### src/hdl/i2cst_pkg.sv
`timescale 1ns / 1ps
// ----------------------------------------------------------------------------
// i2cst_pkg
// shared types, constants and helpers of the i2c slave transmitter
// ----------------------------------------------------------------------------
package i2cst_pkg;

    // bytes held in the transmit word, 1 to 4
    localparam int BYTES        = 4;
    localparam int IDX_W        = 3;
    localparam int WORD_W       = 32;
    localparam int ADDR_W       = 7;
    localparam int CFG_INDEX_W  = 4;

    localparam logic [IDX_W-1:0] BYTES_IDX = IDX_W'(BYTES);

    // register indexes of the configuration port
    localparam logic [CFG_INDEX_W-1:0] REG_OWN_ADDRESS = CFG_INDEX_W'(0);
    localparam logic [CFG_INDEX_W-1:0] REG_TX_WORD     = CFG_INDEX_W'(1);

    // reset values
    localparam logic [ADDR_W-1:0] OWN_ADDRESS_RST = 7'h48;
    localparam logic [WORD_W-1:0] TX_WORD_RST     = '0;

    // shift unit codes
    localparam logic [7:0] ACK_BYTE   = 8'h00;
    localparam logic [7:0] NACK_BYTE  = 8'hFF;
    localparam logic [3:0] CNT_NONE   = 4'd0;
    localparam logic [3:0] CNT_ACK    = 4'd1;
    localparam logic [3:0] CNT_BYTE   = 4'd8;

    typedef struct packed {
        logic                   valid;
        logic [CFG_INDEX_W-1:0] index;
        logic [WORD_W-1:0]      data;
    } cfg_wr_t;

    typedef struct packed {
        logic       load_shift;
        logic [7:0] shift_value;
        logic [3:0] bit_count;
        logic       sda_drive;
        logic       clear_start;
    } result_t;

    // byte k of the word, byte zero at the most significant end
    function automatic logic [7:0] byte_of(input logic [WORD_W-1:0] word,
                                           input logic [1:0] k);
        logic [WORD_W-1:0] sh;
        sh = word >> {2'd3 - k, 3'b000};
        return sh[7:0];
    endfunction

endpackage

### src/hdl/i2cst_fsm.sv
`timescale 1ns / 1ps
// ----------------------------------------------------------------------------
// i2cst_fsm
// transfer sequencer: phase, byte index, expected address, line drive
// ----------------------------------------------------------------------------
module i2cst_fsm
(
    input  logic                     clk,
    input  logic                     rst_n,
    input  logic                     step,
    input  logic                     start_seen,
    input  logic [7:0]               shift_byte,
    input  i2cst_pkg::cfg_wr_t       cfg,
    output i2cst_pkg::result_t       result
);

    typedef enum logic [2:0]
    {
        PH_IDLE     = 3'd0,
        PH_ADDRESS  = 3'd1,
        PH_PROCADDR = 3'd2,
        PH_RXCHECK  = 3'd3,
        PH_TXDATA   = 3'd4,
        PH_ACKNACK  = 3'd5,
        PH_TXCHECK  = 3'd6
    } phase_t;

    phase_t                           phase_reg, phase_next;
    logic [i2cst_pkg::IDX_W-1:0]      byte_index_reg, byte_index_next;
    logic [7:0]                       exp_addr_reg, exp_addr_next;
    logic                             drive_reg, drive_next;
    logic [i2cst_pkg::ADDR_W-1:0]     own_addr_reg, own_addr_next;
    logic [i2cst_pkg::WORD_W-1:0]     tx_word_reg, tx_word_next;

    always_comb
    begin
        phase_t                        ph;
        logic [i2cst_pkg::IDX_W-1:0]   send_idx;
        logic [7:0]                    send_val;
        logic [7:0]                    exp_inc;

        phase_next      = phase_reg;
        byte_index_next = byte_index_reg;
        exp_addr_next   = exp_addr_reg;
        drive_next      = drive_reg;
        own_addr_next   = own_addr_reg;
        tx_word_next    = tx_word_reg;

        result.load_shift  = 1'b0;
        result.shift_value = i2cst_pkg::ACK_BYTE;
        result.bit_count   = i2cst_pkg::CNT_NONE;
        result.clear_start = 1'b0;

        ph       = start_seen ? PH_ADDRESS : phase_reg;
        // index past the end wraps to byte zero
        send_idx = (byte_index_reg >= i2cst_pkg::BYTES_IDX) ? '0 : byte_index_reg;
        send_val = i2cst_pkg::byte_of(tx_word_reg, send_idx[1:0]);
        exp_inc  = shift_byte[0] ? exp_addr_reg + 8'd1 : exp_addr_reg;

        if (step)
        begin
            case (ph)
                PH_ADDRESS:
                begin
                    result.bit_count   = i2cst_pkg::CNT_BYTE;
                    result.clear_start = 1'b1;
                    phase_next         = PH_PROCADDR;
                end
                PH_PROCADDR:
                begin
                    exp_addr_next     = exp_inc;
                    drive_next        = 1'b1;
                    result.load_shift = 1'b1;
                    result.bit_count  = i2cst_pkg::CNT_ACK;
                    if (shift_byte == exp_inc)
                    begin
                        result.shift_value = i2cst_pkg::ACK_BYTE;
                        phase_next         = PH_TXDATA;
                    end
                    else
                    begin
                        result.shift_value = i2cst_pkg::NACK_BYTE;
                        phase_next         = PH_RXCHECK;
                    end
                end
                PH_RXCHECK:
                begin
                    // back to idle, byte index kept
                    drive_next    = 1'b0;
                    exp_addr_next = {own_addr_reg, 1'b0};
                    phase_next    = PH_IDLE;
                end
                PH_ACKNACK:
                begin
                    drive_next       = 1'b0;
                    result.bit_count = i2cst_pkg::CNT_ACK;
                    phase_next       = PH_TXCHECK;
                end
                PH_TXDATA, PH_TXCHECK:
                begin
                    if (ph == PH_TXCHECK &&
                        (shift_byte[0] || byte_index_reg >= i2cst_pkg::BYTES_IDX))
                    begin
                        // master nack or out of bytes
                        drive_next      = 1'b0;
                        exp_addr_next   = {own_addr_reg, 1'b0};
                        byte_index_next = '0;
                        phase_next      = PH_IDLE;
                    end
                    else
                    begin
                        drive_next         = 1'b1;
                        result.load_shift  = 1'b1;
                        result.shift_value = send_val;
                        result.bit_count   = i2cst_pkg::CNT_BYTE;
                        byte_index_next    = send_idx + 3'd1;
                        phase_next         = PH_ACKNACK;
                    end
                end
                default:
                begin
                    phase_next = PH_IDLE;
                end
            endcase
        end

        result.sda_drive = drive_next;

        if (cfg.valid)
        begin
            case (cfg.index)
                i2cst_pkg::REG_OWN_ADDRESS:
                begin
                    own_addr_next = cfg.data[i2cst_pkg::ADDR_W-1:0];
                    exp_addr_next = {cfg.data[i2cst_pkg::ADDR_W-1:0], 1'b0};
                end
                i2cst_pkg::REG_TX_WORD:
                begin
                    tx_word_next = cfg.data;
                end
                default:
                begin
                end
            endcase
        end
    end

    always_ff @(posedge clk or negedge rst_n)
    begin
        if (!rst_n)
        begin
            phase_reg      <= PH_IDLE;
            byte_index_reg <= '0;
            exp_addr_reg   <= {i2cst_pkg::OWN_ADDRESS_RST, 1'b0};
            drive_reg      <= 1'b0;
            own_addr_reg   <= i2cst_pkg::OWN_ADDRESS_RST;
            tx_word_reg    <= i2cst_pkg::TX_WORD_RST;
        end
        else
        begin
            phase_reg      <= phase_next;
            byte_index_reg <= byte_index_next;
            exp_addr_reg   <= exp_addr_next;
            drive_reg      <= drive_next;
            own_addr_reg   <= own_addr_next;
            tx_word_reg    <= tx_word_next;
        end
    end

    // the line is driven while a data byte is due or being shifted
    a_drive_in_tx: assert property (@(posedge clk) disable iff (!rst_n)
        (phase_reg == PH_TXDATA || phase_reg == PH_ACKNACK) |-> drive_reg)
        else $error("line released during transmit");

    a_idle_released: assert property (@(posedge clk) disable iff (!rst_n)
        (phase_reg == PH_IDLE) |-> !drive_reg)
        else $error("line driven while idle");

    a_index_bound: assert property (@(posedge clk) disable iff (!rst_n)
        byte_index_reg <= i2cst_pkg::BYTES_IDX)
        else $error("byte index beyond end");

endmodule

### src/hdl/i2c_slave_transmitter_unit.sv
`timescale 1ns / 1ps
// ----------------------------------------------------------------------------
// i2c_slave_transmitter_unit
// transmit-only i2c slave sequencer, one shift-unit event in, one command out
// ----------------------------------------------------------------------------
//
//  channel  | direction | handshake          | payload
//  ---------+-----------+--------------------+---------------------------------
//  event    | in        | in_valid/in_stall  | start_seen, shift_byte
//  command  | out       | out_valid/out_stall| load_shift, shift_value,
//           |           |                    | bit_count, sda_drive, clear_start
//  config   | in        | cfg_valid/cfg_ready| cfg_index, cfg_data
//
//  one beat per clock while the command side is not stalled; a beat goes
//  event register -> sequencer -> command register, with the sequencer
//  combinational between the two registers
//  the sequencer state advances once for each event beat passed on
//  reset clears the valid flags and puts the sequencer idle with the
//  address and transmit word at their reset values
//  a stalled command holds and only stalls the event side when the
//  event register is also full; config writes are always taken
//
module i2c_slave_transmitter_unit
(
    input  logic                              clk,
    input  logic                              rst_n,

    // event channel
    input  logic                              in_valid,
    output logic                              in_stall,
    input  logic                              start_seen,
    input  logic [7:0]                        shift_byte,

    // command channel
    output logic                              out_valid,
    input  logic                              out_stall,
    output logic                              load_shift,
    output logic [7:0]                        shift_value,
    output logic [3:0]                        bit_count,
    output logic                              sda_drive,
    output logic                              clear_start,

    // configuration write channel
    input  logic                              cfg_valid,
    output logic                              cfg_ready,
    input  logic [i2cst_pkg::CFG_INDEX_W-1:0] cfg_index,
    input  logic [i2cst_pkg::WORD_W-1:0]      cfg_data
);

    // event register
    logic                 in_valid_reg, in_valid_next;
    logic                 start_reg;
    logic [7:0]           byte_reg;

    // command register
    logic                 out_valid_reg, out_valid_next;
    i2cst_pkg::result_t   res_reg;
    i2cst_pkg::result_t   res_next;

    i2cst_pkg::cfg_wr_t   cfg;
    logic                 advance;
    logic                 step;
    logic                 in_take;

    // the command register frees when empty or taken this edge
    assign advance   = !out_valid_reg || !out_stall;
    assign step      = in_valid_reg && advance;
    assign in_stall  = in_valid_reg && !advance;
    assign in_take   = in_valid && !in_stall;
    assign cfg_ready = 1'b1;

    assign cfg.valid = cfg_valid;
    assign cfg.index = cfg_index;
    assign cfg.data  = cfg_data;

    i2cst_fsm u_fsm
    (
        .clk        (clk),
        .rst_n      (rst_n),
        .step       (step),
        .start_seen (start_reg),
        .shift_byte (byte_reg),
        .cfg        (cfg),
        .result     (res_next)
    );

    always_comb
    begin
        in_valid_next = in_take ? 1'b1 : (step ? 1'b0 : in_valid_reg);
        out_valid_next = step ? 1'b1 : (advance ? 1'b0 : out_valid_reg);
    end

    always_ff @(posedge clk or negedge rst_n)
    begin
        if (!rst_n)
        begin
            in_valid_reg  <= 1'b0;
            out_valid_reg <= 1'b0;
        end
        else
        begin
            in_valid_reg  <= in_valid_next;
            out_valid_reg <= out_valid_next;
        end
    end

    // payload registers, no reset
    always_ff @(posedge clk)
    begin
        if (in_take)
        begin
            start_reg <= start_seen;
            byte_reg  <= shift_byte;
        end
        if (step)
        begin
            res_reg <= res_next;
        end
    end

    assign out_valid   = out_valid_reg;
    assign load_shift  = res_reg.load_shift;
    assign shift_value = res_reg.shift_value;
    assign bit_count   = res_reg.bit_count;
    assign sda_drive   = res_reg.sda_drive;
    assign clear_start = res_reg.clear_start;

    // no byte is shown unless it is to be loaded
    a_value_only_on_load: assert property (@(posedge clk) disable iff (!rst_n)
        (out_valid && !load_shift) |-> (shift_value == i2cst_pkg::ACK_BYTE))
        else $error("shift value without load");

    a_load_count: assert property (@(posedge clk) disable iff (!rst_n)
        (out_valid && load_shift) |->
        (bit_count == i2cst_pkg::CNT_ACK || bit_count == i2cst_pkg::CNT_BYTE))
        else $error("load with odd bit count");

    a_clear_is_address: assert property (@(posedge clk) disable iff (!rst_n)
        (out_valid && clear_start) |->
        (!load_shift && bit_count == i2cst_pkg::CNT_BYTE))
        else $error("start cleared outside address receive");

    a_stall_needs_event: assert property (@(posedge clk) disable iff (!rst_n)
        in_stall |-> (in_valid_reg && out_valid_reg))
        else $error("event side stalled with room to spare");

endmodule

### config.mk
export PLATFORM = sky130hd
export DESIGN_NAME = i2c_slave_transmitter_unit
export DESIGN_NICKNAME = d
export VERILOG_FILES = /design/src/hdl/i2cst_pkg.sv /design/src/hdl/i2cst_fsm.sv /design/src/hdl/i2c_slave_transmitter_unit.sv
export SDC_FILE = /design/constraint.sdc
export NUM_CORES = 1
export LEC_CHECK = 0
export ABC_AREA = 1
export BUFFER_PORTS_ARGS = -buffer_cell sky130_fd_sc_hd__buf_2
export CORE_MARGIN = 2
export CORE_UTILIZATION = 42
export CTS_CLUSTER_DIAMETER = 80
export DETAILED_ROUTE_END_ITERATION = 12
export SLEW_MARGIN = 10
export SYNTH_ARGS = -nofsm -noshare
export SYNTH_HDL_FRONTEND = slang
export SYNTH_SLANG_ARGS = --single-unit
### constraint.sdc
create_clock -name clk -period 2.2 [get_ports clk]
set_clock_uncertainty 0.15 [all_clocks]
set_input_delay 0.33 -clock clk [delete_from_list [all_inputs] [get_ports clk]]
set_output_delay 0.33 -clock clk [all_outputs]
set_load 0.1 [all_outputs]
==> flow_results.xml, run 1 <==
<?xml version="1.0" encoding="UTF-8"?>
<metrics>
  <group name="drt">
    <metric name="via_count" unit="">2793</metric>
    <metric name="route.detailed.drc" unit="">0</metric>
    <metric name="number_of_antenna_violating_nets_in_the_routed_design" unit="">0</metric>
    <metric name="detailedRoute.firstIterationViolations" unit="">92</metric>
    <metric name="wl" unit="microns">7870</metric>
    <metric name="detailed_routing_iterations_pass_1" unit="">4</metric>
    <metric name="detail_route.wl_per_cell" unit="microns">14.0</metric>
    <metric name="viasPerCell" unit="">4.96</metric>
  </group>
  <group name="synth">
    <metric name="syn_avg_cell_area" unit="sq um">10.1</metric>
    <metric name="post_synth_main_area_contributors" unit="">dfrtp_1 (36%), edfxtp_1 (18%), mux2_2 (9.8%)</metric>
    <metric name="syn-cell-area" unit="sq um">3660</metric>
    <metric name="synth-edff-count" unit="">22</metric>
    <metric name="number_of_synthesized_register_bits" unit="">78</metric>
    <metric name="synth_seq_area_share" unit="">0.565</metric>
    <metric name="synthDominantCellAreaShare" unit="">0.355</metric>
    <metric name="most_used_standard_cell_by_instance_count_after_synthesis" unit="">nand2_1</metric>
    <metric name="synthFlopType" unit="">dfrtp_1</metric>
    <metric name="netlist_instances" unit="">364</metric>
    <metric name="ys.warnings.count" unit="">0</metric>
    <metric name="synthDominantAreaCellType" unit="">dfrtp_1</metric>
    <metric name="synthArstFlopShare" unit="">0.718</metric>
    <metric name="yosys-top-cells-count" unit="">nand2_1 (72), dfrtp_1 (52), inv_1 (35)</metric>
    <metric name="netlist-cell-type-count" unit="">28</metric>
  </group>
  <group name="pwr">
    <metric name="maximum_resistive_drop_on_vdd" unit="uV">380</metric>
    <metric name="leakage_power" unit="nW">2.14</metric>
    <metric name="power_density_normalized_to_cell_area" unit="nW/um^2">1110</metric>
  </group>
  <group name="floorplanning">
    <metric name="io-pin-count" unit="">68</metric>
    <metric name="start_util" unit="">0.426</metric>
    <metric name="die_area" unit="sq um">9480</metric>
    <metric name="core_area" unit="sq um">8590</metric>
    <metric name="row_count" unit="">34</metric>
    <metric name="fp.dieH" unit="microns">97.4</metric>
    <metric name="floorplan.die.width" unit="microns">97.4</metric>
  </group>
  <group name="layout">
    <metric name="final.fill_count" unit="">819</metric>
    <metric name="largest_register_ff_count" unit="">32</metric>
    <metric name="area_growth" unit="%">23.2</metric>
    <metric name="antenna_cells" unit="">0</metric>
    <metric name="finish.net_count" unit="">502</metric>
    <metric name="drive_above_1_share" unit="">0.330</metric>
    <metric name="final_cell_area" unit="sq um">4510</metric>
  </group>
  <group name="worst_hold_path">
    <metric name="source_of_the_worst_hold_timing_path" unit="">start_seen</metric>
    <metric name="min-delay-path-class" unit="">in2reg</metric>
    <metric name="hold_depth" unit="">1</metric>
  </group>
  <group name="outcome">
    <metric name="outcome" unit="">completed</metric>
  </group>
  <group name="sta">
    <metric name="timing.setup.tns" unit="ns">0</metric>
    <metric name="slew_headroom" unit="">0.634</metric>
    <metric name="rsz0062_at_grt" unit="">false</metric>
    <metric name="hold_violations" unit="">0</metric>
    <metric name="min_period" unit="ns">2.03</metric>
    <metric name="timing_worst_slew_pin_value" unit="ns">0.548</metric>
    <metric name="final.period_utilization" unit="">0.924</metric>
    <metric name="finalSetupViolations" unit="">0</metric>
    <metric name="final-max-slew-violation-count" unit="">0</metric>
    <metric name="fmax" unit="GHz">0.492</metric>
  </group>
  <group name="global_routing">
    <metric name="antenna_found_initial" unit="">0</metric>
    <metric name="grt_first_pass_wirelength" unit="microns">12600</metric>
    <metric name="global_route.peak_usage_layer" unit="">met2</metric>
    <metric name="grt_use_met3" unit="">0.0504</metric>
    <metric name="grt_start_max_net_pins" unit="">33</metric>
    <metric name="grt_residual_overflow" unit="">0</metric>
    <metric name="grtUsageMet2" unit="">0.264</metric>
    <metric name="grt_usage" unit="">0.168</metric>
    <metric name="gr-usage-met1" unit="">0.225</metric>
    <metric name="first_global_vias" unit="">2675</metric>
  </group>
  <group name="worst_setup_path">
    <metric name="r2r_start" unit="">u_fsm.exp_addr_reg[0]</metric>
    <metric name="start_kind" unit="">flop</metric>
    <metric name="timing.critical_path.cells" unit="">ha_2, nand2_1, nand3_1, nand3_1, nor2_1, nand3_1, nor2_2, nand2_2, nand2_4, nand2_1</metric>
    <metric name="worst-setup-path-type" unit="">reg2reg</metric>
    <metric name="critPathMostFrequentCell" unit="">nand3_1</metric>
    <metric name="worst-path-stages" unit="">10</metric>
    <metric name="slowest_delay" unit="ns">0.43</metric>
    <metric name="critical_path_buf_inv_count" unit="">0</metric>
    <metric name="critPathCaptureType" unit="">flop</metric>
    <metric name="slowest_stage" unit="">dfrtp_1</metric>
    <metric name="timing.critical_path.fanout_max" unit="">5</metric>
    <metric name="rr_worst_depth" unit="">10</metric>
    <metric name="critPathRequiredTime" unit="ns">2.16</metric>
    <metric name="timing.critical_path.arrival" unit="ns">1.99</metric>
    <metric name="worstSetupStartpoint" unit="">u_fsm.exp_addr_reg[0]</metric>
    <metric name="critical-path-top-delay-family" unit="">simple AND/OR/NAND/NOR gates</metric>
  </group>
  <group name="clock_tree">
    <metric name="worst_skew_pair.late_latency" unit="ns">0.34</metric>
    <metric name="cts_made_buffers" unit="">9</metric>
    <metric name="clock_tree.root_cell" unit="">clkbuf_8</metric>
    <metric name="ctsLongestPathBuffers" unit="">2</metric>
    <metric name="cts_tree" unit="">yes</metric>
    <metric name="clk_transition_reported_paths" unit="ns">0.08</metric>
    <metric name="cts_htree_levels" unit="">3</metric>
    <metric name="numClockSinks" unit="">78</metric>
  </group>
  <group name="placed_design">
    <metric name="place_hpwl" unit="microns">5630</metric>
    <metric name="gp_congestion" unit="">0.801</metric>
    <metric name="io_buffers" unit="">64</metric>
    <metric name="placed_cell_area" unit="sq um">4160</metric>
  </group>
  <group name="job">
    <metric name="max_cap_viol_count" unit="">0</metric>
  </group>
</metrics>
cell families after synthesis:
logic type,count (synthesis),share of synthesized area
AO/OA/AOI/OAI,68,0.113
AND/OR/NAND/NOR,132,0.160
flip-flops,78,0.565
adder cells (fa/ha/maj),2,0.00683
buffers and inverters,50,0.0557
multiplexers,32,0.0984
other,2,0.00205
repair_timing:
action                                 in CTS  in global routing
buffers inserted                            0                  2
gates resized for setup                     0                  9
hold buffers                                7                  2
setup endpoints to repair                   0                  9
endpoints found under the hold margin      13                  2
cell type report:
class / count / area (sq um) / share of cell area
Sequential cell: 78 / 2070 / 0.459
Inverter: 38 / 143 / 0.0316
Clock buffer: 12 / 156 / 0.0347
Multi-Input combinational cell: 238 / 1440 / 0.320
Timing Repair Buffer: 85 / 513 / 0.114
Tap cell: 108 / 135 / 0.0300
Clock inverter: 4 / 52.6 / 0.0117
per-layer routing:
metal / up-vias / wire [microns]
met1: 1318 / 3730
met3: 8 / 363
li1: 1409 / -
met2: 58 / 3670
met4: 0 / 104
met5: - / 0
per-stage QoR:
step	std cells	hold WS, ns	utilization	power [W]	setup WS (ns)
2_1_floorplan	365	-0.116	-	0.00340	0.0726
3_3_place_gp	535	0.108	0.484	0.00378	0.262
3_5_place_dp	535	0.100	0.484	0.00383	0.205
4_1_cts	558	0.00190	0.516	0.00496	0.189
5_1_grt	563	0.00137	0.525	0.00530	0.000814
6_report	563	0.0235	0.525	0.00499	0.168
power breakdown:
group          internal, W  switching (W)  leakage, nW
logic             0.000570        0.00120         1.15
clock network     0.000597       0.000519        0.102
registers          0.00189       0.000214        0.888
final timing paths:
path | end | slack, ns
min in group asynchronous | u_fsm.exp_addr_reg[5] | 0.27
hold / removal | start_reg | 0.02
hold reg to reg | u_fsm.own_addr_reg[3] | 0.35
max in group asynchronous | out_valid | 1.01
setup reg to reg | shift_value[4] | 0.17
setup / recovery | shift_value[4] | 0.17
worst reg2reg max path: stages (launching register included):
cell	delay, ns
dfrtp_1	0.43
ha_2	0.33
nand2_1	0.07
nand3_1	0.10
nand3_1	0.07
nor2_1	0.09
nand3_1	0.09
nor2_2	0.15
nand2_2	0.12
nand2_4	0.13
nand2_1	0.06
cells in the final DEF, fill, tap and decap left out:
cell type      count
nand2_1           70
buf_2             64
dfrtp_1           51
inv_1             35
mux2_2            32
edfxtp_1          22
o21ai_0           20
nand3_1           20
nor2_1            19
a21oi_1           13
buf_4             11
o21ai_1           10
o22ai_1            9
clkbuf_8           9
dlygate4sd3_1      9
a221o_1            8
nand2_2            8
a22oi_1            7
nor2_4             4
dfstp_2            4
inv_2              3
nand2_4            3
nand3b_1           3
conb_1             3
nor2_2             2
nand3_2            2
nand4_1            2
clkbuf_1           2
o32ai_1            1
ha_2               1
ha_1               1
bufinv_16          1
inv_4              1
clkbuf_16          1
clkinvlp_4         1
clkinv_4           1
dfrtp_2            1
buf_12             1
Note: power is estimated with default switching activity, not from simulation.
==> run 2, diff against run 1 <==
--- a/config.mk
+++ b/config.mk
@@ -11,6 +11,8 @@
 export CORE_UTILIZATION = 42
 export CTS_CLUSTER_DIAMETER = 80
 export DETAILED_ROUTE_END_ITERATION = 12
+export PLACE_DENSITY = 0.64
+export SKIP_CTS_REPAIR_TIMING = 1
 export SLEW_MARGIN = 10
 export SYNTH_ARGS = -nofsm -noshare
 export SYNTH_HDL_FRONTEND = slang
==> run 2 against run 1 <==
  * Via count is 0.90% higher
  * Die area unchanged
  * Clock power shrank 14%
  * Clock-buffer cell count down 1
  * Final cell count down 0.71%
  * Worst setup slack improved by 0.038 ns
  * Combinational power shrank 3%
  * Sequential power hardly changed
  * Final area fell by 2.1%
  * Global-route usage up 0.44 points
  * Largest power group unchanged
  * Highest routed layer unchanged
==> flow_results.xml, run 2 (same netlist as run 1, synthesis figures left out) <==
<?xml version="1.0" encoding="UTF-8"?>
<metrics>
  <group name="outcome">
    <metric name="outcome" unit="">completed</metric>
  </group>
  <group name="worst_hold_path">
    <metric name="hold_depth" unit="">1</metric>
    <metric name="min-delay-path-class" unit="">in2reg</metric>
    <metric name="source_of_the_worst_hold_timing_path" unit="">shift_byte[1]</metric>
    <metric name="timing.hold.worst_endpoint" unit="">byte_reg[1]</metric>
  </group>
  <group name="layout">
    <metric name="antenna_cells" unit="">0</metric>
    <metric name="drive_above_1_share" unit="">0.317</metric>
    <metric name="top_library_cells_by_usage_in_the_layout_fill_and_taps_aside" unit="">nand2_1 (72), buf_2 (64), dfrtp_1 (51)</metric>
    <metric name="finish.net_count" unit="">498</metric>
    <metric name="final-instance-count-excl-fill" unit="">559</metric>
    <metric name="final.fill_count" unit="">821</metric>
    <metric name="final_core_utilization" unit="">0.514</metric>
    <metric name="area_growth" unit="%">20.6</metric>
    <metric name="layout.cells.most_common" unit="">nand2_1</metric>
    <metric name="largest_register_ff_count" unit="">32</metric>
  </group>
  <group name="placed_design">
    <metric name="io_buffers" unit="">64</metric>
    <metric name="place_hpwl" unit="microns">5520</metric>
    <metric name="dp_cells" unit="">534</metric>
    <metric name="gp_congestion" unit="">0.812</metric>
  </group>
  <group name="drt">
    <metric name="number_of_antenna_violating_nets_in_the_routed_design" unit="">0</metric>
    <metric name="wl" unit="microns">7740</metric>
    <metric name="viasPerCell" unit="">5.04</metric>
    <metric name="route.detailed.drc" unit="">0</metric>
    <metric name="via_count" unit="">2818</metric>
    <metric name="detail_route.wl_per_cell" unit="microns">13.8</metric>
    <metric name="detailed_routing_iterations_pass_1" unit="">4</metric>
    <metric name="detailedRoute.firstIterationViolations" unit="">121</metric>
  </group>
  <group name="sta">
    <metric name="timing_worst_slew_pin_value" unit="ns">0.551</metric>
    <metric name="rsz0062_at_grt" unit="">false</metric>
    <metric name="min_period" unit="ns">1.99</metric>
    <metric name="hold_violations" unit="">0</metric>
    <metric name="slew_headroom" unit="">0.632</metric>
    <metric name="fmax" unit="GHz">0.502</metric>
    <metric name="finalSetupViolations" unit="">0</metric>
    <metric name="final.period_utilization" unit="">0.906</metric>
    <metric name="timing.setup.tns" unit="ns">0</metric>
    <metric name="final-max-slew-violation-count" unit="">0</metric>
    <metric name="timing.hold.ws" unit="ns">0.0130</metric>
  </group>
  <group name="pwr">
    <metric name="leakage_power" unit="nW">2.10</metric>
    <metric name="totalPowerFinal" unit="W">0.00477</metric>
    <metric name="power_density_normalized_to_cell_area" unit="nW/um^2">1080</metric>
    <metric name="maximum_resistive_drop_on_vdd" unit="uV">384</metric>
  </group>
  <group name="worst_setup_path">
    <metric name="r2r_start" unit="">u_fsm.exp_addr_reg[0]</metric>
    <metric name="start_kind" unit="">flop</metric>
    <metric name="timing.critical_path.arrival" unit="ns">1.96</metric>
    <metric name="regToRegSetupSlack" unit="ns">0.21</metric>
    <metric name="timing.rr.end" unit="">shift_value[1]</metric>
    <metric name="rr_worst_depth" unit="">12</metric>
    <metric name="worst-setup-path-type" unit="">reg2reg</metric>
    <metric name="critPathRequiredTime" unit="ns">2.17</metric>
    <metric name="timing.critical_path.fanout_max" unit="">10</metric>
    <metric name="critPathCaptureType" unit="">flop</metric>
  </group>
  <group name="clock_tree">
    <metric name="cts_tree" unit="">yes</metric>
    <metric name="worst_skew_pair.late_latency" unit="ns">0.36</metric>
    <metric name="cts_htree_levels" unit="">3</metric>
    <metric name="clk_transition_reported_paths" unit="ns">0.08</metric>
    <metric name="clock_tree.root_cell" unit="">clkbuf_8</metric>
    <metric name="cts_made_buffers" unit="">9</metric>
    <metric name="numClockSinks" unit="">78</metric>
    <metric name="ctsLongestPathBuffers" unit="">2</metric>
  </group>
  <group name="floorplanning">
    <metric name="fp.dieH" unit="microns">97.4</metric>
    <metric name="core_area" unit="sq um">8590</metric>
    <metric name="row_count" unit="">34</metric>
    <metric name="die_area" unit="sq um">9480</metric>
    <metric name="start_util" unit="">0.426</metric>
    <metric name="io-pin-count" unit="">68</metric>
    <metric name="floorplan.die.width" unit="microns">97.4</metric>
  </group>
  <group name="global_routing">
    <metric name="grt_residual_overflow" unit="">0</metric>
    <metric name="antenna_found_initial" unit="">0</metric>
    <metric name="grt_start_max_net_pins" unit="">36</metric>
    <metric name="grt_first_pass_wirelength" unit="microns">13000</metric>
    <metric name="grt_usage" unit="">0.173</metric>
    <metric name="first_global_vias" unit="">2699</metric>
  </group>
  <group name="job">
    <metric name="max_cap_viol_count" unit="">0</metric>
  </group>
</metrics>
## run 2: changes by cell type in the layout (fill, tap and decap cells not counted), moves of 2 or more
| cell | previous run | this run |
|---|---|---|
| nor2_2 | 2 | 4 |
| buf_4 | 11 | 8 |
| clkinv_2 | 0 | 2 |
| nand2_4 | 3 | 1 |
| nor2_4 | 4 | 2 |
| nand2_1 | 70 | 72 |
## run 2: worst max-delay path, stage by stage (launching register included)
cell and delay [ns]:
dfrtp_1 0.41, ha_1 0.20, nand2_2 0.09, nor2_2 0.13, nand2_1 0.06, nand2_1 0.09
nand2_1 0.06, nand2_1 0.06, nand3_1 0.09, nor2_2 0.15, nand2_2 0.08, nand2_4 0.13
nand2_1 0.07
## run 2: per-layer routing
layer	vias to the layer above	share of wire	track usage
li1	1406	-	-
met2	70	0.45	0.258
met5	-	0	0
met3	13	0.058	0.0540
met1	1329	0.47	0.236
met4	0	0.021	0.0662
## run 2: stage by stage
step / setup WS, ns / area [sq um]
after floorplan: 0.0726 / 3670
after global placement: 0.263 / 4150
after detailed placement: 0.200 / 4150
after CTS: 0.192 / 4320
after global routing: 0.00747 / 4420
final: 0.206 / 4420
## run 2: layout make-up
| class | count | area, sq um | area share |
|---|---|---|---|
| multi-input cells | 237 | 1400 | 0.318 |
| inverters | 38 | 143 | 0.0323 |
| repair buffers | 82 | 490 | 0.111 |
| flip-flops and latches | 78 | 2070 | 0.468 |
| clock buffers | 11 | 141 | 0.0320 |
| clock inverters | 5 | 35.0 | 0.00793 |
| well taps | 108 | 135 | 0.0306 |
## run 2: worst max-delay path by stage
stage          slack, ns                    end                   from
2_1_floorplan       0.07  u_fsm.exp_addr_reg[2]              out_valid
3_3_place_gp        0.26         shift_value[2]  u_fsm.exp_addr_reg[0]
3_5_place_dp        0.20         shift_value[1]  u_fsm.exp_addr_reg[0]
4_1_cts             0.19         shift_value[1]  u_fsm.exp_addr_reg[0]
5_1_grt            0.007         shift_value[2]  u_fsm.exp_addr_reg[0]
6_report            0.21         shift_value[1]  u_fsm.exp_addr_reg[0]
## run 2: where the power goes
part           switching, W  internal [W]  total (W)  leakage, nW
logic               0.00117      0.000542    0.00171         1.13
clock network      0.000518      0.000440   0.000958       0.0893
registers          0.000210       0.00189    0.00210        0.888
total               0.00190       0.00287    0.00477         2.10
